## src/rtl/epv_pkg.sv

```systemverilog
// Shared types and constants for the encoder position and velocity block.
// Used by the front, divider, back and top modules under rtl; depends on nothing.
package epv_pkg;

  localparam int COUNT_W   = 32;
  localparam int QUARTER_W = 30;
  localparam int POS_W     = 48;
  localparam int CPT_W     = 16;
  localparam int TURN_W    = 16;
  localparam int DATA_W    = 32;
  localparam int ADDR_W    = 4;

  localparam logic [1:0] REG_POSITION_SCALE  = 2'd0;
  localparam logic [1:0] REG_INV_WINDOW_TIME = 2'd1;
  localparam logic [1:0] REG_COUNTS_PER_TURN = 2'd2;

  localparam logic signed [31:0] SCALE_RESET = 32'sd16777216;
  localparam logic [31:0]        IVT_RESET   = 32'd65536;
  localparam logic [15:0]        CPT_RESET   = 16'd1024;

  localparam logic signed [POS_W-1:0] POS_MAX = {1'b0, {(POS_W-1){1'b1}}};
  localparam logic signed [POS_W-1:0] POS_MIN = {1'b1, {(POS_W-1){1'b0}}};
  localparam logic [15:0]             TURN_MAX = 16'h7FFF;
  localparam logic [15:0]             TURN_MIN = 16'h8000;

  typedef struct packed {
    logic signed [COUNT_W-1:0] count;
    logic                      neg;
    logic [QUARTER_W-1:0]      quarter;
    logic [15:0]               low;
  } epv_item_t;

  typedef struct packed {
    logic signed [31:0] position_scale;
    logic [31:0]        inv_window_time;
    logic [CPT_W-1:0]   counts_per_turn;
  } epv_cfg_t;

  typedef struct packed {
    logic busy;
    logic pop;
  } epv_stat_t;

endpackage

```

## src/rtl/epv_ram.sv

```systemverilog
// Generic single-write, single-read RAM with registered read data.
// Stands alone; no package needed.
module epv_ram #(
  parameter int WIDTH = 48,
  parameter int DEPTH = 8
) (
  input  logic                     clk,
  input  logic                     we,
  input  logic [$clog2(DEPTH)-1:0] waddr,
  input  logic [WIDTH-1:0]         wdata,
  input  logic [$clog2(DEPTH)-1:0] raddr,
  output logic [WIDTH-1:0]         rdata
);

  logic [WIDTH-1:0] mem [DEPTH];

  always_ff @(posedge clk) begin
    if (we) begin
      mem[waddr] <= wdata;
    end
    rdata <= mem[raddr];
  end

endmodule

```

## src/rtl/epv_div.sv

```systemverilog
// Restoring divider, one quotient bit per cycle, for turn index and count in turn.
// Depends on epv_pkg.
module epv_div (
  input  logic                              clk,
  input  logic                              rst,
  input  logic                              start,
  input  logic [epv_pkg::QUARTER_W-1:0]     dividend,
  input  logic [epv_pkg::CPT_W-1:0]         divisor,
  output logic                              busy,
  output logic [epv_pkg::QUARTER_W-1:0]     quotient,
  output logic [epv_pkg::CPT_W-1:0]         remainder
);
  import epv_pkg::*;

  localparam int STEPS = QUARTER_W;
  localparam int CNT_W = $clog2(STEPS + 1);

  logic [QUARTER_W-1:0] quo;
  logic [CPT_W-1:0]     rem;
  logic [CPT_W-1:0]     dsr;
  logic [CNT_W-1:0]     cnt;
  logic [CPT_W:0]       shifted;
  logic [CPT_W:0]       trial;

  assign shifted   = {rem, quo[QUARTER_W-1]};
  assign trial     = shifted - {1'b0, dsr};
  assign busy      = (cnt != '0);
  assign quotient  = quo;
  assign remainder = rem;

  always_ff @(posedge clk) begin
    if (rst) begin
      cnt <= '0;
    end else if (start) begin
      cnt <= CNT_W'(STEPS);
    end else if (busy) begin
      cnt <= cnt - 1'b1;
    end
  end

  always_ff @(posedge clk) begin
    if (start) begin
      quo <= dividend;
      rem <= '0;
      dsr <= (divisor == '0) ? CPT_W'(1) : divisor;
    end else if (busy) begin
      if (!trial[CPT_W]) begin
        rem <= trial[CPT_W-1:0];
        quo <= {quo[QUARTER_W-2:0], 1'b1};
      end else begin
        rem <= shifted[CPT_W-1:0];
        quo <= {quo[QUARTER_W-2:0], 1'b0};
      end
    end
  end

endmodule

```

## src/rtl/epv_back.sv

```systemverilog
// Compute side: shared multiplier sequencer, position history ring, divider, result register.
// Depends on epv_pkg, epv_ram and epv_div.
module epv_back #(
  parameter int WINDOW_LEN = 8
) (
  input  logic                               clk,
  input  logic                               rst,
  input  epv_pkg::epv_cfg_t                  cfg,
  input  logic                               head_valid,
  input  epv_pkg::epv_item_t                 head,
  output logic                               pop,
  output epv_pkg::epv_stat_t                 stat,
  output logic                               result_valid,
  input  logic                               result_stall,
  output logic signed [epv_pkg::POS_W-1:0]   position,
  output logic signed [epv_pkg::POS_W-1:0]   velocity,
  output logic signed [epv_pkg::TURN_W-1:0]  turn_index,
  output logic [epv_pkg::CPT_W-1:0]          count_in_turn,
  output logic [15:0]                        count_low
);
  import epv_pkg::*;

  localparam int PTR_W = (WINDOW_LEN > 1) ? $clog2(WINDOW_LEN) : 1;
  localparam logic [49:0] VEL_LIM = 50'h8000_0000_0000;

  typedef enum logic [7:0] {
    ST_IDLE = 8'b0000_0001,
    ST_MPOS = 8'b0000_0010,
    ST_POS  = 8'b0000_0100,
    ST_DIFF = 8'b0000_1000,
    ST_MLO  = 8'b0001_0000,
    ST_MHI  = 8'b0010_0000,
    ST_VEL  = 8'b0100_0000,
    ST_DONE = 8'b1000_0000
  } state_t;

  state_t                    state;
  state_t                    state_next;
  epv_item_t                 cur;
  logic signed [32:0]        mul_a;
  logic signed [32:0]        mul_b;
  logic signed [65:0]        mul_p;
  logic [63:0]               prod;
  logic [63:0]               lo_r;
  logic signed [63:0]        pos_sum;
  logic [8:0]                pos_top;
  logic signed [POS_W-1:0]   pos_sat;
  logic signed [POS_W-1:0]   pos_r;
  logic signed [POS_W-1:0]   old_r;
  logic [POS_W:0]            diff;
  logic                      vneg;
  logic [POS_W:0]            vmag;
  logic [49:0]               vsum;
  logic                      vbig;
  logic                      vlim;
  logic [POS_W-1:0]          vel_mag;
  logic signed [POS_W-1:0]   vel_final;
  logic [PTR_W-1:0]          ptr;
  logic                      wrapped;
  logic [POS_W-1:0]          rdata;
  logic                      hist_we;
  logic                      div_busy;
  logic [QUARTER_W-1:0]      quo;
  logic [CPT_W-1:0]          rem;
  logic                      inexact;
  logic [QUARTER_W:0]        qn;
  logic [TURN_W-1:0]         turn_final;
  logic                      load;

  assign pop       = (state == ST_IDLE) && head_valid;
  assign stat.busy = (state != ST_IDLE);
  assign stat.pop  = pop;
  assign hist_we   = (state == ST_DIFF);
  assign load      = (state == ST_DONE) && !div_busy && (!result_valid || !result_stall);

  always_comb begin
    mul_a = '0;
    mul_b = '0;
    case (state)
      ST_MPOS: begin
        mul_a = {cur.count[COUNT_W-1], cur.count};
        mul_b = {cfg.position_scale[31], cfg.position_scale};
      end
      ST_MLO: begin
        mul_a = {1'b0, vmag[31:0]};
        mul_b = {1'b0, cfg.inv_window_time};
      end
      ST_MHI: begin
        mul_a = {16'd0, vmag[POS_W:32]};
        mul_b = {1'b0, cfg.inv_window_time};
      end
      default: begin
        mul_a = '0;
        mul_b = '0;
      end
    endcase
  end

  assign mul_p = mul_a * mul_b;

  // Round to nearest with ties up, then clamp to 48 bits.
  assign pos_sum = $signed(prod) + 64'sd128;
  assign pos_top = pos_sum[63:55];

  always_comb begin
    if ((pos_top == '0) || (pos_top == '1)) begin
      pos_sat = pos_sum[55:8];
    end else if (pos_sum[63]) begin
      pos_sat = POS_MIN;
    end else begin
      pos_sat = POS_MAX;
    end
  end

  assign diff = {pos_r[POS_W-1], pos_r} - {old_r[POS_W-1], old_r};

  assign vlim    = vbig || (vsum > VEL_LIM);
  assign vel_mag = vlim ? POS_MIN : vsum[POS_W-1:0];

  always_comb begin
    if (vneg) begin
      vel_final = ~vel_mag + 48'd1;
    end else if (vlim || vsum[POS_W-1]) begin
      vel_final = POS_MAX;
    end else begin
      vel_final = vsum[POS_W-1:0];
    end
  end

  assign inexact = (rem != '0) || (cur.count[1:0] != 2'b00);
  assign qn      = {1'b0, quo} + {{QUARTER_W{1'b0}}, inexact};

  always_comb begin
    if (!cur.neg) begin
      turn_final = (quo > QUARTER_W'(TURN_MAX)) ? TURN_MAX : quo[TURN_W-1:0];
    end else if (qn > (QUARTER_W + 1)'(TURN_MIN)) begin
      turn_final = TURN_MIN;
    end else begin
      turn_final = ~qn[TURN_W-1:0] + 16'd1;
    end
  end

  always_comb begin
    state_next = state;
    case (state)
      ST_IDLE: if (head_valid) begin
        state_next = ST_MPOS;
      end
      ST_MPOS: state_next = ST_POS;
      ST_POS:  state_next = ST_DIFF;
      ST_DIFF: state_next = ST_MLO;
      ST_MLO:  state_next = ST_MHI;
      ST_MHI:  state_next = ST_VEL;
      ST_VEL:  state_next = ST_DONE;
      ST_DONE: if (load) begin
        state_next = ST_IDLE;
      end
      default: state_next = ST_IDLE;
    endcase
  end

  always_ff @(posedge clk) begin
    if (rst) begin
      state        <= ST_IDLE;
      ptr          <= '0;
      wrapped      <= 1'b0;
      result_valid <= 1'b0;
    end else begin
      state <= state_next;
      if (hist_we) begin
        if (ptr == PTR_W'(WINDOW_LEN - 1)) begin
          ptr     <= '0;
          wrapped <= 1'b1;
        end else begin
          ptr <= ptr + 1'b1;
        end
      end
      if (load) begin
        result_valid <= 1'b1;
      end else if (!result_stall) begin
        result_valid <= 1'b0;
      end
    end
  end

  always_ff @(posedge clk) begin
    if (pop) begin
      cur <= head;
    end
    prod <= mul_p[63:0];
    if (state == ST_POS) begin
      pos_r <= pos_sat;
      old_r <= wrapped ? rdata : '0;
    end
    if (state == ST_DIFF) begin
      vneg <= diff[POS_W];
      vmag <= diff[POS_W] ? (~diff + 49'd1) : diff;
    end
    if (state == ST_MHI) begin
      lo_r <= prod;
    end
    if (state == ST_VEL) begin
      vbig <= (prod[63:31] != '0);
      vsum <= {3'b000, prod[30:0], 16'd0} + {2'b00, lo_r[63:16]} + {49'd0, lo_r[15]};
    end
    if (load) begin
      position      <= pos_r;
      velocity      <= vel_final;
      turn_index    <= turn_final;
      count_in_turn <= rem;
      count_low     <= cur.low;
    end
  end

  epv_ram #(
    .WIDTH (POS_W),
    .DEPTH (WINDOW_LEN)
  ) u_history (
    .clk   (clk),
    .we    (hist_we),
    .waddr (ptr),
    .wdata (pos_r),
    .raddr (ptr),
    .rdata (rdata)
  );

  epv_div u_div (
    .clk       (clk),
    .rst       (rst),
    .start     (pop),
    .dividend  (head.quarter),
    .divisor   (cfg.counts_per_turn),
    .busy      (div_busy),
    .quotient  (quo),
    .remainder (rem)
  );

endmodule

```

## config.mk

```make
export PLATFORM = sky130hd
export DESIGN_NAME = epv_back
export DESIGN_NICKNAME = d
export VERILOG_FILES = /design/src/rtl/epv_pkg.sv /design/src/rtl/epv_ram.sv /design/src/rtl/epv_div.sv /design/src/rtl/epv_back.sv
export SDC_FILE = /design/constraint.sdc
export NUM_CORES = 2
export LEC_CHECK = 0
export BUFFER_PORTS_ARGS = -buffer_cell sky130_fd_sc_hd__clkbuf_2
export CORE_ASPECT_RATIO = 1.5
export CORE_MARGIN = 5
export CORE_UTILIZATION = 55
export DETAILED_ROUTE_END_ITERATION = 12
export GPL_TIMING_DRIVEN = 0
export HOLD_SLACK_MARGIN = 0.12
export MAX_ROUTING_LAYER = met4
export PLACE_DENSITY = 0.86
export SLEW_MARGIN = 5
export SYNTH_ARGS = -nofsm -noshare
export SYNTH_HDL_FRONTEND = slang
export SYNTH_HIERARCHICAL = 1
export SYNTH_SLANG_ARGS = --single-unit
```

## constraint.sdc

```tcl
create_clock -name clk -period 10.9 [get_ports clk]
set_clock_uncertainty 0.05 [all_clocks]
set_input_delay 0.545 -clock clk [delete_from_list [all_inputs] [get_ports clk]]
set_output_delay 0.545 -clock clk [all_outputs]
set_load 0.1 [all_outputs]
```

; Word level (Yosys, flattened, before mapping)
; Memory sizes are Yosys's and may differ from the RTL's. A register that Yosys moved wholly into a read port is not among the register bits.
; Index checks and enable logic that the tools add are counted.
[classes]
add_sub_neg = 11
n_mul = 1
magnitude_cmp = 3
n_eq_ne = 14
mux = 25
bitwise = 3
n_reduce_logical = 22
[ops]
columns = operator, n
row1 = 48-bit 2-to-1 mux, 6
row2 = 33-bit one-hot mux with 3 select lines, 1
row3 = 33-bit one-hot mux with 2 select lines, 1
row4 = "64-bit by 9-bit adder with 64-bit output, second input constant", 1
row5 = 33-bit by 33-bit multiplier with 64-bit output, 1
row6 = 16-bit 2-to-1 mux, 4
row7 = 8-bit one-hot mux with 8 select lines, 1
row8 = 30-bit 2-to-1 mux, 2
row9 = 49-bit by 1-bit adder with 50-bit output, 1
row10 = "50-bit by 48-bit greater-than comparator with 1-bit output, second input constant", 1
row11 = 47-bit by 48-bit adder with 49-bit output, 1
row12 = "49-bit by 1-bit adder with 49-bit output, second input constant", 1
row13 = 49-bit inverter, 1
row14 = 48-bit by 48-bit subtractor with 49-bit output, 1
row15 = "48-bit by 1-bit adder with 48-bit output, second input constant", 1
row16 = 48-bit inverter, 1
row17 = 33-bit nonzero test, 1
row18 = 30-bit by 1-bit adder with 31-bit output, 1
row19 = "31-bit by 16-bit greater-than comparator with 1-bit output, second input constant", 1
row20 = "30-bit by 15-bit greater-than comparator with 1-bit output, second input constant", 1
row21 = 17-bit by 16-bit subtractor with 17-bit output, 1
row22 = "16-bit by 1-bit adder with 16-bit output, second input constant", 1
row23 = 16-bit logical NOT, 1
row24 = 8-bit 2-to-1 mux, 2
row25 = 28 further kinds, 45
[word_totals]
regBits = 598
mem_bits_rw = 384
input_bits = 163
out_inout_bits = 148
memories = 1
[memory_table]
columns = name, depth, word_bits, read_ports, rd_ports_with_merged_regs, write_ports, line_no
row1 = u_history.mem, 8, 48, 1, 1, 1, epv_ram.sv:15  ; logic [WIDTH-1:0] mem [DEPTH];

; Logic depth before layout (Yosys ltp)
[logic_depth]
word_depth = 7
ltp_mapped = 38
ltp_nobuf = 34

; By module
; The synthesis kept the hierarchy.
[by_module_without_submodules]
columns = mod, instances, cells_each, area_each_um2, seq_area_each_um2
row1 = epv_back, 1, 6641, 63895.0, 14694.1
row2 = epv_ram, 1, 616, 15620.0, 12492.0
row3 = epv_div, 1, 329, 3632.2, 1801.7

; Least setup slack after synthesis
; OpenSTA, ideal clock, no wires.
[synth_path]
path_type = reg2reg
from = register state[0]
to = register prod[61]
t_arrival_ns = 10.475
slack_ns = 0.311
path_stages_with_launch = 36
n_path_buf = 4
period_less_slack_ns = 10.589
cell_sequence = dfxtp_1 -> nor4_1 -> nand2_1 -> nor3b_1 -> clkbuf_1 -> clkbuf_1 -> a22oi_1 -> and2_1 -> clkbuf_1 -> clkbuf_1 -> nor2_1 -> fa_1 -> inv_1 -> fa_1 -> fa_1 -> inv_1 -> fa_1 -> inv_1 -> fa_1 -> inv_1 -> fa_1 -> fa_1 -> inv_1 -> fa_1 -> inv_1 -> ha_1 -> nand2_1 -> nor2_1 -> nand2_1 -> or3_1 -> o32ai_1 -> a22oi_1 -> a31oi_1 -> a21oi_1 -> or4b_2 -> nand4_1
[synth_via]
elab_chain_len = 4
[synth_lines]
columns = item, line_no
row1 = "start, declared", epv_back.sv:37  ; state_t state;
row2 = "start signal, assigned", epv_back.sv:169  ; state <= state_next;
row3 = 8-bit by 6-bit == test with 1-bit output / 8-bit by 5-bit == test with 1-bit output (equally long branches), epv_back.sv:79  ; case (state)
row4 = 2-bit OR reduction (no line), n/a
row5 = 33-bit one-hot mux with 2 select lines, epv_back.sv:79
row6 = 33-bit by 33-bit multiplier with 64-bit output (*), epv_back.sv:99  ; assign mul_p = mul_a * mul_b;
row7 = via mul_p[61], epv_back.sv:42  ; logic signed [65:0] mul_p;
row8 = "end signal, assigned", epv_back.sv:190  ; prod <= mul_p[63:0];
row9 = "end, declared", epv_back.sv:43  ; logic [63:0] prod;
; Mark *: on every way through the listed nets, which the timed path passes. The rest lies on a longest branch.
; A chain may end at the register's enable or synchronous reset.

; Worst setup path after layout
[layout_path]
from = register state[2]
to = register prod[58]
; Same word-level chain as after synthesis.

==> summary.txt <==
Setup path
  • Reg2reg start: state[2]
  • CP Max Fanout: 10
  • CP max stage cell: clkbuf_1
  • WP data required: 11.40 ns
  • Crit path kind: register to register
  • Critical path arrival: 11.45 ns
  • CP most frequent cell: fa_1
  • Crit Reg-Reg Endpoint: prod[58]
  • Crit end category: register
  • Crit path largest cell delay: 0.83 ns
  • FF-to-FF setup slack: -0.05 ns
  • Startpoint types: register
  • Worst Reg-to-Reg Cells: 31
  • Crit path from: state[2]

Cells and area
  • # fillers: 11800
  • Final Util: 62.3%
  • Share of layout cells above drive strength 1: 13.1%
  • Multi-input gate area: 48700 sq um
  • Final Cell Area: 93600 sq um
  • Nets: 9751
  • Seq. cell area: 29000 sq um
  • Final Non-Filler Cells: 10200
  • Layout area overhead: 12.6%

Place
  • Port Buf Inserts: 310
  • Post-DP HPWL: 252000 um
  • Placed Cells: 9882
  • Placed inst area: 88100 sq um
  • RePlAce Congestion: 1.16

Global routing
  • Largest net degree at the start of global routing: 59
  • Antenna violations before repair: 18
  • Global route overflow: 0
  • Tot GR Track Use: 41.5%
  • First-pass GRT wire length: 460000 um
  • Routing usage on met3: 9.87%
  • GR peak layer: met2
  • GRT met2 Usage: 65.1%
  • Vias in the first global route: 67200
  • Met1 Track Usage GR: 43.5%

STA
  • Max-slew violation count: 0
  • Final setup fails: 3
  • RSZ-0062 raised after global routing: true
  • Setup ws final: -0.0510 ns
  • Least-Margin Pin Slew: 1.40 ns
  • Final number of hold-violating endpoints: 0
  • Worst slew margin: 6.48%
  • Highest clock rate: 91.3 MHz
  • Final period util: 100%
  • Min cycle time layout: 10.95 ns
  • Final hold slack: 0.185 ns

CTS
  • Clock Path Buffers: 3
  • Number of clock sinks: 1014
  • CTS tree: yes
  • CTS Buf Count: 95
  • CTS H-Tree Depth: 3
  • Worst-path clk slew: 0.09 ns
  • Root buffer cell: clkbuf_16
  • Worst skew pair latency: 0.77 ns

Hold path
  • Hold Path Origin: head[43]
  • Worst min path class: input port to register
  • Worst Hold End: u_div/quotient[27]
  • WHS Path Cells: 2

Floorplan
  • Die height: 486 um
  • Io pins: 311
  • Die W: 327 um
  • Initial Util: 55.4%
  • Core Area: 150000 sq um
  • Die ar.: 159000 sq um
  • Standard-cell rows: 174

Route
  • DR iter-0 viols: 6942
  • Drt wl/cell: 31.4 um
  • DRC: 0
  • Via density per instance: 6.25
  • Routed Antenna Nets: 0
  • Initial DRT Pass Iterations: 6
  • Final WL: 320000 um
  • Via Count: 63600

Logic synthesis
  • Syn avg cell area: 11.0 sq um
  • Synth top area cells: edfxtp_1 (31%), fa_1 (27%), inv_1 (5.6%)
  • Synth Flop Type: edfxtp_1
  • Sequential element share of the synthesized area: 34.9%
  • Yosys warnings: 6
  • Yosys reg bits: 1014
  • Post-synth ARST share: 0%
  • Number of synthesized flops with an enable pin: 868
  • Syn Std Cell Area: 83100 sq um
  • Yosys top cell by area: edfxtp_1
  • Top-area cell type share of the netlist area: 31.3%
  • Mapped Cells: 7586
  • Post-synth net total: 9194
  • Synth cell types: 107

Outcome
  • Outcome: finished, violations left
  • Failing checks: setup timing

Pwr
  • LEAKAGE: 0.0399 uW
  • Gate power share: 13.9%
  • Seq pwr share: 48.6%
  • Pwr dens: 98.9 nW/um^2
  • Net Switching: 2570 uW
  • Clock Power Share: 37.5%
  • Switching Share: 27.8%
  • P_int: 6680 uW
  • Worst VDD drop: 159 uV

Flow run
  • Max_cap viols: 0
-- placed cells by master (no fill, tap or decap), types with 32 or more instances in the layout --
| master | Yosys | routed |
|---|---|---|
| edfxtp_1 | 868 | 868 |
| a21oi_1 | 217 | 211 |
| buf_2 | 20 | 32 |
| nand3_1 | 91 | 91 |
| buf_4 | 2 | 45 |
| inv_1 | 1242 | 1235 |
| mux2_2 | 42 | 42 |
| and2_1 | 90 | 86 |
| nand4_1 | 49 | 49 |
| mux4_2 | 93 | 93 |
| nor3_1 | 75 | 71 |
| and3_1 | 42 | 42 |
| nor4_1 | 37 | 36 |
| fa_1 | 1127 | 1123 |
| ha_1 | 318 | 315 |
| nor2_1 | 767 | 759 |
| xnor2_1 | 169 | 169 |
| dfxtp_1 | 146 | 146 |
| mux2_4 | 40 | 40 |
| clkbuf_1 | 297 | 143 |
| nand2b_1 | 49 | 49 |
| o21ai_0 | 206 | 204 |
| a21o_1 | 63 | 63 |
| clkbuf_16 | 0 | 98 |
| a211oi_1 | 36 | 35 |
| clkbuf_2 | 2 | 375 |
| xor2_1 | 106 | 105 |
| a22oi_1 | 64 | 34 |
| nand2_1 | 795 | 785 |
| clkbuf_4 | 0 | 47 |
| a31oi_1 | 35 | 33 |
| dlygate4sd3_1 | 0 | 95 |
-- per-stage QoR --
stage	setup slack, ns	power (uW)	TNS, ns
after CTS	0.00127	9220	0
after global routing	-0.0463	9540	-0.0880
final	-0.0510	9250	-0.116
after detailed placement	-4.78	5760	-111.63
after floorplan	0.311	5300	0
after global placement	-4.78	5710	-604.97
-- Yosys cell counts, types with 21 or more instances --
master,n
nand4_1,49
o21ai_0,206
nand3_1,91
a31oi_1,35
o21bai_1,23
a21oi_1,217
nor3_1,75
and3_1,42
a211oi_1,36
o31ai_1,23
a22oi_1,64
nand2_1,795
edfxtp_1,868
nor2_1,767
ha_1,318
o21a_1,29
mux4_2,93
nor4_1,37
xor2_1,106
clkbuf_1,297
fa_1,1127
inv_1,1242
or3_1,27
a22o_1,43
mux2_4,40
dfxtp_1,146
and2_1,90
a21o_1,63
mux2_2,42
nor2b_1,21
o311ai_0,25
xnor2_1,169
nand2b_1,49
-- metal layers --
metal | vias to the layer above | wire length [um]
met4 | 0 | 39900
met2 | 4355 | 148000
met3 | 1661 | 30900
met1 | 31500 | 101000
li1 | 26100 | -
met5 | - | 0
-- final cells by class --
cell class              instances  area share, %
multi-input cells            4980           52.1
plain buffers                 325           2.01
clock inverters                66          0.777
well taps                    1936           2.59
clock buffers                 114           2.70
flip-flops and latches       1014           31.0
repair buffers                484           3.81
inverters                    1243           5.00
diodes                         21         0.0562
-- sequential cells by signal, summed over array words and instances (netlist names), 30 cells and up --
register	flops
u_history/rdata	48
u_div/quotient	30
vmag	49
position	48
cur	49
pos_r	48
vsum	49
velocity	48
u_history/mem	384
prod	64
lo_r	49
old_r	48
-- worst max path at each step --
stage | slack [ns] | depth (start not counted) | endpoint
2_1_floorplan | 0.31 | 35 | prod[61]
4_1_cts | 0.001 | 33 | prod[59]
3_3_place_gp | -4.78 | 34 | prod[48]
6_report | -0.05 | 31 | prod[58]
5_1_grt | -0.05 | 32 | prod[62]
3_5_place_dp | -4.78 | 36 | prod[59]
-- cells by family after synthesis --
family,Yosys count,synth area share (%)
AOI/OAI and AO/OA,922,7.40
xor gates and xnor gates,276,2.92
adders and majority gates,1445,31.9
buffers and inverters,1592,7.35
DFF,1014,34.9
muxes,198,4.15
and+or+nand+nor,2139,11.4
-- worst max-delay path: cells and delay by family, from the launching register on --
family                     cells  cell delay (ns)
xor gates and xnor gates       1             0.43
and+or+nand+nor                9             1.66
buffers and inverters          6             1.93
DFF                            1             0.42
adders and majority gates      9             4.77
AOI/OAI and AO/OA              6             1.45
-- timing repair --
item / in CTS / in global routing
hold buffers: 95 / 0
hold endpoints to repair: 95 / 0
gates cloned: 0 / 1
setup buffers: 11 / 17
setup endpoints to repair: 44 / 15
gates resized for setup: 339 / 95
pin swaps: 5 / 10
-- power by group through the flow --
stage / registers, uW / clock network (uW) / logic, uW
floorplan: 4510 / 0 / 796
global placement: 4570 / 0 / 1140
detailed placement: 4570 / 0 / 1180
CTS: 4490 / 3490 / 1230
global route: 4510 / 3660 / 1360
finish: 4500 / 3470 / 1290
No activity file was read; power rests on OpenSTA's default activity.
