===== config.mk =====
export PLATFORM = sky130hd
export DESIGN_NAME = epv_front
export DESIGN_NICKNAME = d
export VERILOG_FILES = /design/src/rtl/epv_pkg.sv /design/src/rtl/epv_queue.sv /design/src/rtl/epv_front.sv
export SDC_FILE = /design/constraint.sdc
export NUM_CORES = 1
export LEC_CHECK = 0
export ABC_AREA = 1
export BUFFER_PORTS_ARGS = -buffer_cell sky130_fd_sc_hd__buf_2
export CAP_MARGIN = 20
export CORE_AREA = 10 10 127 186
export DETAILED_ROUTE_END_ITERATION = 10
export DIE_AREA = 0 0 137 196
export SLEW_MARGIN = 20
export SYNTH_ARGS = -nofsm -noshare
export SYNTH_HDL_FRONTEND = slang
export SYNTH_HIERARCHICAL = 1
export SYNTH_SLANG_ARGS = --single-unit

===== constraint.sdc =====
create_clock -name clk -period 14.54 [get_ports clk]
set_clock_uncertainty 0.2 [all_clocks]
set_input_delay 2.908 -clock clk [delete_from_list [all_inputs] [get_ports clk]]
set_output_delay 2.908 -clock clk [all_outputs]
set_load 0.01 [all_outputs]

===== src/rtl/epv_pkg.sv =====
// Shared types and constants for the encoder position and velocity block.
// Used by the front, divider, back and top modules under rtl; depends on nothing.
package epv_pkg;

  localparam int COUNT_W   = 32;
  localparam int QUARTER_W = 30;
  localparam int POS_W     = 48;
  localparam int CPT_W     = 16;
  localparam int TURN_W    = 16;
  localparam int DATA_W    = 32;
  localparam int ADDR_W    = 4;

  localparam logic [1:0] REG_POSITION_SCALE  = 2'd0;
  localparam logic [1:0] REG_INV_WINDOW_TIME = 2'd1;
  localparam logic [1:0] REG_COUNTS_PER_TURN = 2'd2;

  localparam logic signed [31:0] SCALE_RESET = 32'sd16777216;
  localparam logic [31:0]        IVT_RESET   = 32'd65536;
  localparam logic [15:0]        CPT_RESET   = 16'd1024;

  localparam logic signed [POS_W-1:0] POS_MAX = {1'b0, {(POS_W-1){1'b1}}};
  localparam logic signed [POS_W-1:0] POS_MIN = {1'b1, {(POS_W-1){1'b0}}};
  localparam logic [15:0]             TURN_MAX = 16'h7FFF;
  localparam logic [15:0]             TURN_MIN = 16'h8000;

  typedef struct packed {
    logic signed [COUNT_W-1:0] count;
    logic                      neg;
    logic [QUARTER_W-1:0]      quarter;
    logic [15:0]               low;
  } epv_item_t;

  typedef struct packed {
    logic signed [31:0] position_scale;
    logic [31:0]        inv_window_time;
    logic [CPT_W-1:0]   counts_per_turn;
  } epv_cfg_t;

  typedef struct packed {
    logic busy;
    logic pop;
  } epv_stat_t;

endpackage


===== src/rtl/epv_queue.sv =====
// Short FIFO between the classify front and the compute back.
// Stands alone; width is set by the instantiating module.
module epv_queue #(
  parameter int WIDTH = 79,
  parameter int DEPTH = 2
) (
  input  logic             clk,
  input  logic             rst,
  input  logic             push,
  input  logic [WIDTH-1:0] push_data,
  output logic             full,
  input  logic             pop,
  output logic             head_valid,
  output logic [WIDTH-1:0] head_data
);

  localparam int PW = (DEPTH > 1) ? $clog2(DEPTH) : 1;
  localparam int CW = $clog2(DEPTH + 1);

  logic [WIDTH-1:0] slots [DEPTH];
  logic [PW-1:0]    wr_ptr;
  logic [PW-1:0]    rd_ptr;
  logic [CW-1:0]    fill;

  assign full       = (fill == CW'(DEPTH));
  assign head_valid = (fill != '0);
  assign head_data  = slots[rd_ptr];

  always_ff @(posedge clk) begin
    if (push) begin
      slots[wr_ptr] <= push_data;
    end
  end

  always_ff @(posedge clk) begin
    if (rst) begin
      wr_ptr <= '0;
      rd_ptr <= '0;
      fill   <= '0;
    end else begin
      if (push) begin
        wr_ptr <= (wr_ptr == PW'(DEPTH - 1)) ? '0 : wr_ptr + 1'b1;
      end
      if (pop) begin
        rd_ptr <= (rd_ptr == PW'(DEPTH - 1)) ? '0 : rd_ptr + 1'b1;
      end
      case ({push, pop})
        2'b10:   fill <= fill + 1'b1;
        2'b01:   fill <= fill - 1'b1;
        default: fill <= fill;
      endcase
    end
  end

endmodule


===== src/rtl/epv_front.sv =====
// Input side: takes count beats, splits sign and magnitude, queues the item.
// Depends on epv_pkg and epv_queue.
module epv_front (
  input  logic                            clk,
  input  logic                            rst,
  input  logic                            count_valid,
  output logic                            count_stall,
  input  logic signed [epv_pkg::COUNT_W-1:0] encoder_count,
  output logic                            head_valid,
  output epv_pkg::epv_item_t              head,
  input  logic                            pop
);
  import epv_pkg::*;

  logic [COUNT_W-1:0] mag;
  epv_item_t          item;
  logic               full;
  logic               push;

  assign mag = encoder_count[COUNT_W-1] ? (~encoder_count + 32'd1) : encoder_count;

  always_comb begin
    item.count   = encoder_count;
    item.neg     = encoder_count[COUNT_W-1];
    item.quarter = mag[COUNT_W-1:2];
    item.low     = encoder_count[15:0];
  end

  assign push        = count_valid && !full;
  assign count_stall = full;

  epv_queue #(
    .WIDTH ($bits(epv_item_t)),
    .DEPTH (2)
  ) u_queue (
    .clk        (clk),
    .rst        (rst),
    .push       (push),
    .push_data  (item),
    .full       (full),
    .pop        (pop),
    .head_valid (head_valid),
    .head_data  (head)
  );

endmodule


After elaboration in Yosys (flattened, before gate mapping)
Memory sizes are Yosys's and may differ from the RTL's. A register that Yosys moved wholly into a read port is not among the register bits.
Cells that the tools add are included.
Cells by class
  bitwise logic cells: 1
  add/subtract/negate cells: 5
  eq/ne operators: 3
  mux-type cells: 8
  reductions and logical operators: 4
Operators by type and width (number)
  adder 32 x 1 -> 32 bit, second input constant: 1
  2-to-1 mux 32 bit: 1
  NOT 32 bit: 1
  2-to-1 mux 1 bit: 6
  == test 2 bit, second input constant: 2
  one-hot mux 2 bit (2 select lines): 1
  nonzero test 2 bit: 2
  adder 1 bit, second input constant: 2
  adder 2 x 1 -> 2 bit, second input constant: 1
  == test 2 x 1 -> 1 bit, second input constant: 1
  subtractor 2 x 1 -> 2 bit, second input constant: 1
  logical AND 1 bit: 1
  logical NOT 1 bit: 1
Word-level totals
  input port bits: 36
  output and inout port bits: 81
  bits in registers: 4
  memory bits (writable): 158
  word-level logic and storage cells: 25
  memories: 1
Memories
  u_queue.slots: words 2, bits a word 79, read ports 1, clocked after memory_dff 1, write ports 1, RTL line epv_queue.sv:20  | logic [WIDTH-1:0] slots [DEPTH];

Logic depth before layout (Yosys ltp)
Gate-level depths: netlist of run 1.
  depth after elaboration: 5
  gate-level depth with buffers: 10
  depth with buffers taken out: 10

Cells and area by module
Netlist of run 1, hierarchy kept.
Modules (own cells, without submodules)
  epv_queue: seq. area each 4844.6 um^2, instances 1, cells an instance 279, area each 5960.7 um^2
  epv_front: seq. area each 0.0 um^2, instances 1, cells an instance 216, area each 1009.7 um^2

Least setup slack after synthesis of run 1
Ideal clock, no wire load.
  path kind: in2reg
  start: input count_valid
  end: memory u_queue.slots[0][0] (enable)
  path buffers: 0
  data required time: 13.823 ns
  stages: 4
  data arrival time: 6.442 ns
  path slack: 7.381 ns
  library setup time: 0.517 ns
  cells stage by stage: inv_1 nor2_1 inv_1 nor2_1
Between the ends
  word-level cells in the longest chain between the ends: 3
Ends and longest elaborated chain
  from (decl): RTL line epv_front.sv:6  | input logic count_valid,
  logical AND 1 bit: RTL line epv_front.sv:29  | assign push = count_valid && !full;
  named net push: RTL line epv_front.sv:18  | logic push;
  2-to-1 mux 1 bit: RTL line epv_queue.sv:30  | if (push) begin
  2-to-1 mux 1 bit (implied by the code): RTL line epv_queue.sv:31  | slots[wr_ptr] <= push_data;
  to (decl): RTL line epv_queue.sv:20
The timed path passes the listed nets, and every way through them passes these cells.

==> impl_metrics.yaml, run 1 <==
global_routing:
  wire_length_of_the_first_global_routing_pass_um: 23900
  grt_max_degree: 80
  antenna_violations_before_repair: 0
  vias_in_the_first_global_route: 4442
  grt_overflow: 0
  global_route.usage.total: 0.117
sta:
  timing_max_transition_violations_final: 0
  setup_total_negative_slack_ns: 0
  timing.hold.ws_ns: 0.303
  final.period_utilization: 0.349
  report.final.setup_viol: 0
  min_period_ns: 5.08
  timing.max_slew.rel_slack: 0.528
  final_critical_path_setup_slack_ns: 9.46
  achievable-frequency_ghz: 0.197
  hold_violations: 0
  worst-slew-pin-transition_ns: 0.708
  grt_setup_unrepaired: "no"
power:
  powerDensity_nw_per_um2: 140
  total_power_uw: 1180
  ir_worst_vdd_mv: 0.0949
  leakage_uw: 0.00319
placed_design:
  detailedPlacementHpwl_um: 10900
  place_congestion: 0.848
  port-buffer-count: 116
  dp_cells: 865
  pre_cts_ws_ns: 9.08
synthesis:
  ys_seq_elements: 163
  ys_top_cells_by_area: "edfxtp_1, mux2_2, nand2_1"
  synthCells: 495
  basic_gate_share_of_the_synthesized_area_counting_and_or_nand_and_nor_cells: 0.117
  yosys.area_share.xor_xnor: 0.0201
  yosysTopAreaCellShare: 0.681
  synth.area.mux_share: 0.133
  synth_top_family_by_area: "multiplexers"
  synth_nets: 532
  synth_enable_flop_cells: 158
  ys_seq_area_frac: 0.695
  yosys.area_share.adder: 0.00180
  compound_cell_area_share_of_the_yosys_netlist: 0.00790
  mappedNetlistArea_um2: 6970
  synth_warnings: 6
  unique_cell_type_count_in_the_yosys_netlist: 25
  async_flop_share: 0
  yosysTopAreaCell: "edfxtp_1"
  avgSynthCellArea_um2: 14.1
  most_frequently_used_flop_master_after_synthesis: "edfxtp_1"
finish:
  area_delta_synth_final_pct: 21.8
  finish.cell_count_without_fillers: 899
  final_cell_mix: "edfxtp_1, buf_2, nand2_1"
  post_route_cells_drive_above_1_share: 0.391
  final_common_cell: "edfxtp_1"
  antennaDiodeCount: 0
  design.final.nets: 659
cts:
  cts_tree: "yes"
  ctsHtreeMaxLevel: 4
  cts_inserted_buffers: 17
  clk_transition_reported_paths_ns: 0.07
  cts_setup_buffers: 0
  clock_path_buffers: 2
  clock-sinks: 163
  cts_root_buffer: "clkbuf_16"
  hold_buffers: 0
  post_cts_resize_count: 0
  insertion_delay_ns: 0.42
route:
  route.vias.total: 4142
  detailedRoute.firstIterationViolations: 201
  wl_per_cell_um: 17.0
  detailedRoute.firstPassIterationCount: 4
  drc: 0
  final_antenna_net_count: 0
  route.final.wire_length_um: 15300
  post_drt_via_cell_ratio: 4.61
critical_path:
  start_to_end_type_of_the_worst_setup_path: "flip-flop to output port"
  worst_ep_required_ns: 11.43
  cp_data_arrival_time_ns: 1.97
  critPathCaptureType: "output port"
  cp-start-kind: "flip-flop"
  critPathMaxFanout: 51
floorplan:
  pin_count: 117
  area_of_the_die_um2: 26900
  floorplan.rows: 64
  core_area_um2: 20300
  die_w_um: 137
  die_y_um: 196
  initial_utilization: 0.343
status:
  status: "complete, no violations"
worst_hold_path:
  hp-class: "flip-flop to flip-flop"
run:
  drv.max_cap_violation_count: 0
-- synth_stat cells (all sizes together), types with 3 or more instances --
| master | instances |
|---|---|
| a21oi | 3 |
| buf | 12 |
| dfxtp | 5 |
| edfxtp | 158 |
| inv | 25 |
| mux2 | 79 |
| nand2 | 97 |
| nand3 | 18 |
| nor2 | 67 |
| o21ai | 8 |
| xnor2 | 8 |
| xor2 | 8 |
-- power by group --
group          total [µW]  internal (µW)  switching [µW]
Sequential            572            560            11.6
Combinational         157           65.5            91.6
Clock                 455            262             193
Total                1180            888             297
-- flip-flops by register name, indices dropped and copies added, names as in the netlist, named ones only --
name	count
u_queue/wr_ptr	1
u_queue/fill	2
u_queue/slots	158
u_queue/rd_ptr	1
-- cell families (layout without fill, tap and decap cells) --
group           after synthesis  after routing
simple gates                188            188
fa+ha+maj                     1              1
mux                          79             79
flops                       163            163
xor+xnor                     16             16
buf+inv                      37            177
compound gates               11             11
-- critical path: stages, from the launching register on --
cell     delay (ns)
dfxtp_4        0.63
buf_16         0.30
mux2_2         0.40
buf_2          0.14
-- metrics by stage --
stage,area [µm²],utilization
floorplan,6970,-
global placement,7830,0.385
global route,8490,0.417
CTS,8440,0.415
finish,8490,0.417
detailed placement,7830,0.385
-- routing by layer --
layer,vias to the layer above,part of all wire,GRT usage
met1,2040,0.38,0.129
met2,95,0.55,0.205
met5,-,0,0
met4,0,0.0099,0.0454
li1,2000,-,-
met3,7,0.057,0.0355
-- final timing paths --
check | start | endpoint | slack, ns | cells after the start
worst min-delay path | u_queue/fill[1] | u_queue/fill[1] | 0.30 | 2
worst max-delay path | flip-flop | head[21] | 9.46 | 3
worst min register to register | u_queue/fill[1] | u_queue/fill[1] | 0.30 | 2
worst max register to register | u_queue/fill[0] | u_queue/slots[0][33] | 12.05 | 6
-- area by class of cell --
class / instances / area [µm²]
multi-input cells: 295 / 1960
clock buffers: 17 / 425
inverters: 25 / 95.1
repair buffers: 120 / 643
well taps: 264 / 330
fillers: 1924 / 11900
flip-flops and latches: 163 / 4850
clock inverters: 15 / 184
Note: power is estimated with default switching activity, not from simulation.
==> run 2, diff against run 1 <==
Settings changed: ABC_AREA 1 to 0, CORE_AREA 10 10 127 186 to 10 10 123 181, DIE_AREA 0 0 137 196 to 0 0 133 191.
Clock period 14.54 ns to 5.2 ns, I/O delays scaled along.
==> run 2 against run 1 <==
Wire length shrank 9.4%; critical path depth stayed put; critical path type unchanged; register-to-register slack worse by 9.2 ns; sequential cell count unchanged; non-clock buffer count stayed put; final area fell by 5.6%; area after synthesis fell by 5.7%; via count is 15% lower.
==> impl_metrics.yaml, run 2 <==
status:
  status: "complete, no violations"
synthesis:
  ys_seq_area_frac: 0.737
  ys_seq_elements: 163
  async_flop_share: 0
  yosysTopAreaCell: "edfxtp_1"
  synthCells: 357
  netlist_top_cells_count: "edfxtp_1, mux2_2, xnor2_1"
  yosysTopAreaCellShare: 0.722
  synth_warnings: 6
  ys_top_cells_by_area: "edfxtp_1, mux2_2, xnor2_1"
  synth_nets: 394
  mappedNetlistArea_um2: 6580
  avgSynthCellArea_um2: 18.4
  unique_cell_type_count_in_the_yosys_netlist: 33
  most_frequently_used_flop_master_after_synthesis: "edfxtp_1"
  synth_enable_flop_cells: 158
  synthMostInstantiatedCell: "edfxtp_1"
critical_path:
  worst_ep_required_ns: 3.96
  critPathMaxFanout: 42
  critPathCaptureType: "output port"
  reg2reg_slack_ns: 2.84
  start_to_end_type_of_the_worst_setup_path: "flip-flop to output port"
  reg2reg_depth: 5
  critPathCapture: "head[25]"
  reg2reg_to: "u_queue/slots[0][9]"
  cp_data_arrival_time_ns: 2.00
  rr_startpoint: "u_queue/fill[0]"
  cp-start-kind: "flip-flop"
route:
  route.vias.total: 3508
  route.top_layer_used: "met4"
  met2WireLength_um: 7680
  route.final.wire_length_um: 13900
  post_drt_via_cell_ratio: 4.68
  wl_per_cell_um: 18.5
  detailedRoute.firstIterationViolations: 164
  detailedRoute.firstPassIterationCount: 4
  drc: 0
  wirelength_met1_um: 5340
  final_antenna_net_count: 0
  wl_met3_um: 614
sta:
  timing.hold.ws_ns: 0.304
  worst-slew-pin-transition_ns: 0.807
  setup_total_negative_slack_ns: 0
  timing.max_slew.rel_slack: 0.462
  final.period_utilization: 0.624
  timing_max_transition_violations_final: 0
  hold_violations: 0
  grt_setup_unrepaired: "no"
  report.final.setup_viol: 0
  achievable-frequency_ghz: 0.308
  min_period_ns: 3.24
global_routing:
  vias_in_the_first_global_route: 3737
  antenna_violations_before_repair: 0
  grt_max_degree: 80
  wire_length_of_the_first_global_routing_pass_um: 21400
  global_route.usage.total: 0.111
  grt_overflow: 0
finish:
  final_cell_mix: "edfxtp_1, buf_2, mux2_2"
  post_route_cells_drive_above_1_share: 0.480
  registers.top_by_ff_count: "u_queue/slots"
  design.final.nets: 518
  top_regs: "u_queue/slots: 158 flops, u_queue/fill: 2 flops"
  largest_reg_flops: 158
  antennaDiodeCount: 0
  final_common_cell: "edfxtp_1"
  finalCoreUtilization: 0.421
  area_delta_synth_final_pct: 21.8
run:
  drv.max_cap_violation_count: 0
power:
  leakage_uw: 0.00277
  ir_worst_vdd_mv: 0.202
  powerDensity_nw_per_um2: 412
floorplan:
  die_y_um: 191
  floorplan.rows: 62
  pin_count: 117
  core_area_um2: 19000
  initial_utilization: 0.346
  die_w_um: 133
  area_of_the_die_um2: 25400
cts:
  cts_inserted_buffers: 17
  cts_setup_buffers: 0
  clock_path_buffers: 2
  clock-sinks: 163
  cts_tree: "yes"
  post_cts_resize_count: 0
  insertion_delay_ns: 0.42
  hold_buffers: 0
  clk_transition_reported_paths_ns: 0.06
  ctsHtreeMaxLevel: 4
  cts_root_buffer: "clkbuf_16"
placed_design:
  detailedPlacementHpwl_um: 9060
  place_congestion: 0.752
  port-buffer-count: 116
worst_hold_path:
  hp-class: "flip-flop to flip-flop"
[run 2: cell count changes after synthesis, moves of 11 or more]
cell     before  now
nand2_1      95    5
nor2_1       58    9
xnor2_1       8   32
inv_1        23    1
nand3_1      17    2
o31ai_1       0   11
[run 2: per-stage QoR]
stage | std cells | total power, µW | cell area, µm² | worst slack (ns)
2_1_floorplan | 357 | 1970 | 6580 | 1.20
3_3_place_gp | 716 | 2170 | 7400 | 1.76
3_5_place_dp | 716 | 2180 | 7400 | 1.76
4_1_cts | 748 | 3350 | 7960 | 1.76
5_1_grt | 750 | 3450 | 8010 | 1.82
6_report | 750 | 3300 | 8010 | 1.96
[run 2: cells by family (layout without fill, tap and decap cells)]
| kind of cell | after synthesis | in the layout | synth area share |
|---|---|---|---|
| buf+inv | 16 | 153 | 0.0160 |
| simple gates | 38 | 38 | 0.0339 |
| mux | 79 | 79 | 0.135 |
| fa+ha+maj | 1 | 1 | 0.00190 |
| compound gates | 27 | 27 | 0.0322 |
| xor+xnor | 33 | 33 | 0.0440 |
| flops | 163 | 163 | 0.737 |
[run 2: power breakdown]
part	switching (µW)	total, µW	leakage [µW]	internal (µW)
registers	42.9	1660	0.00152	1620
logic	278	483	0.000991	205
clock network	487	1160	0.000263	674
[run 2: how the worst min path moves through the flow]
| stage | startpoint | to | slack (ns) | cells past startpoint |
|---|---|---|---|---|
| floorplan | u_queue/fill[1] | u_queue/fill[1] | 0.26 | 2 |
| global placement | u_queue/fill[1] | u_queue/fill[1] | 0.28 | 2 |
| detailed placement | u_queue/fill[1] | u_queue/fill[1] | 0.30 | 2 |
| CTS | u_queue/fill[1] | u_queue/fill[1] | 0.31 | 2 |
| global route | u_queue/rd_ptr | u_queue/rd_ptr | 0.36 | 2 |
| finish | u_queue/fill[1] | u_queue/fill[1] | 0.30 | 2 |
[run 2: layout make-up]
| type | count | area (µm²) |
|---|---|---|
| Clock buffer | 21 | 450 |
| Clock inverter | 11 | 110 |
| Fill cell | 1721 | 11000 |
| Inverter | 1 | 3.75 |
| Multi-Input combinational cell | 178 | 1640 |
| Sequential cell | 163 | 4850 |
| Tap cell | 256 | 320 |
| Timing Repair Buffer | 120 | 639 |
[run 2: worst max-delay path, cell delays in order, from the launching register on]
cell and delay [ns]:
dfxtp_4 0.69, buf_12 0.31, mux2_2 0.40, buf_2 0.15
[run 2: per-layer routing]
| metal | up-vias | global-route usage |
|---|---|---|
| met1 | 1769 | 0.115 |
| met5 | - | 0 |
| li1 | 1644 | - |
| met4 | 0 | 0.0458 |
| met2 | 82 | 0.199 |
| met3 | 13 | 0.0410 |
==> run 3, diff against run 2 <==
Clock period 5.2 ns to 3.2 ns, I/O delays scaled along.
==> run 3 against run 2 <==
Combinational power increased by 67%; die area unchanged; sequential cell count did not move; non-clock buffer count rose by 2; wire length decreased by 2.1%; via count shrank 0.14%; count of clock-buffer cells in the layout fell by 2; core utilization rose by 0.29 points; sequential power up 61%; global-route usage is 0.30 points lower; final cell count is 0.27% higher; critical path type is now primary input to flip-flop; largest power group unchanged; highest routed layer unchanged.
==> impl_metrics.yaml, run 3 (synthesized netlist as in run 2, its figures left out) <==
floorplan:
  die_w_um: 133
  area_of_the_die_um2: 25400
  die_y_um: 191
  pin_count: 117
  floorplan.rows: 62
  initial_utilization: 0.346
  core_area_um2: 19000
placed_design:
  place_congestion: 0.709
  detailedPlacementHpwl_um: 8970
  port-buffer-count: 116
  pre_cts_ws_ns: 0.181
  detailed_place.area_um2: 7470
finish:
  area_delta_synth_final_pct: 22.6
  top_regs: "u_queue/slots: 158 flops, u_queue/fill: 2 flops"
  registers.top_by_ff_count: "u_queue/slots"
  final_design_area_no_fill_um2: 8060
  final_common_cell: "edfxtp_1"
  final_cell_mix: "edfxtp_1, buf_2, mux2_2"
  register_area_um2: 4850
  post_route_cells_drive_above_1_share: 0.486
  design.final.nets: 520
  num-fill-cells: 1688
  antennaDiodeCount: 0
  finalCoreUtilization: 0.424
  footprint_of_the_multi_input_gates_um2: 1640
  largest_reg_flops: 158
cts:
  cts_tree: "yes"
  cts_root_buffer: "clkbuf_16"
  hold_buffers: 0
  clock_path_buffers: 2
  post_cts_resize_count: 0
  clock-sinks: 163
  cts_inserted_buffers: 17
  insertion_delay_ns: 0.42
  clk_transition_reported_paths_ns: 0.06
  cts_setup_buffers: 0
  ctsHtreeMaxLevel: 4
global_routing:
  vias_in_the_first_global_route: 3725
  global_route.usage.total: 0.108
  grt_overflow: 0
  grt_max_degree: 80
  wire_length_of_the_first_global_routing_pass_um: 21000
  antenna_violations_before_repair: 0
power:
  total_power_uw: 5480
  power.combinational.fraction: 0.147
  pwr-share-seq: 0.488
  ir_worst_vdd_mv: 0.425
  switchingPower_uw: 1340
  switching_share: 0.244
  leakage_uw: 0.00280
  p_int_uw: 4140
  clockPowerShare: 0.365
  powerDensity_nw_per_um2: 680
sta:
  hold_violations: 0
  timing.max_slew.rel_slack: 0.548
  final_critical_path_setup_slack_ns: 0.615
  min_period_ns: 2.59
  timing_max_transition_violations_final: 0
  grt_setup_unrepaired: "no"
  worst-slew-pin-transition_ns: 0.678
  setup_total_negative_slack_ns: 0
  achievable-frequency_ghz: 0.387
  final.period_utilization: 0.808
  report.final.setup_viol: 0
route:
  post_drt_via_cell_ratio: 4.66
  route.vias.total: 3503
  wl_per_cell_um: 18.1
  drc: 0
  route.final.wire_length_um: 13600
  detailedRoute.firstPassIterationCount: 4
  final_antenna_net_count: 0
  detailedRoute.firstIterationViolations: 153
run:
  drv.max_cap_violation_count: 0
critical_path:
  cp_data_arrival_time_ns: 2.54
  worst_ep_required_ns: 3.16
  critPathMaxFanout: 9
  start_to_end_type_of_the_worst_setup_path: "primary input to flip-flop"
  cp-start-kind: "primary input"
  critPathCaptureType: "flip-flop"
worst_hold_path:
  hp-class: "primary input to flip-flop"
status:
  status: "complete, no violations"
==> run 3: changes by cell type in the layout (fill, tap and decap cells not counted), sizes merged <==
| cell | previous run | this run |
|---|---|---|
| bufinv | 1 | 2 |
| inv | 1 | 5 |
| clkinv | 7 | 4 |
| clkbuf | 21 | 19 |
| buf | 120 | 122 |
==> run 3: area by class of cell <==
class / count / share of cell area
Multi-Input combinational cell: 178 / 0.203
Clock buffer: 19 / 0.0549
Inverter: 1 / 0.000466
Timing Repair Buffer: 122 / 0.0822
Clock inverter: 13 / 0.0185
Tap cell: 256 / 0.0397
Sequential cell: 163 / 0.601
==> run 3: worst max-delay path, cell delays in order <==
cell and delay (ns):
buf_2 0.14, or4_4 0.61, or4b_4 0.63, o41ai_4 0.37, xnor2_1 0.13
==> run 3: worst paths after layout <==
check               startpoint              endpoint  slack [ns]  cells after the start
min                        rst             flip-flop        0.23                      2
max reg2reg    u_queue/fill[0]  u_queue/slots[1][48]        0.94                      4
max          encoder_count[14]  u_queue/slots[1][44]        0.61                      5
min reg2reg    u_queue/fill[1]       u_queue/fill[1]        0.31                      2
==> run 3: power by group through the flow <==
stage / logic (µW) / clock network [µW] / registers [µW]
global route: 885 / 2140 / 2700
global placement: 820 / 0 / 2710
floorplan: 486 / 0 / 2710
finish: 805 / 2000 / 2680
detailed placement: 832 / 0 / 2720
CTS: 836 / 2050 / 2680
==> run 3: per-stage QoR <==
step	hold slack (ns)	instances
3_5_place_dp	0.298	720
3_3_place_gp	0.277	720
6_report	0.233	752
5_1_grt	0.212	752
2_1_floorplan	0.256	357
4_1_cts	0.204	752
==> run 3: routing by layer <==
layer / up-vias / global-route usage / wire [µm]
met1: 1748 / 0.113 / 5160
met3: 17 / 0.0360 / 737
li1: 1651 / - / -
met2: 87 / 0.189 / 7420
met4: 0 / 0.0565 / 274
met5: - / 0 / 0
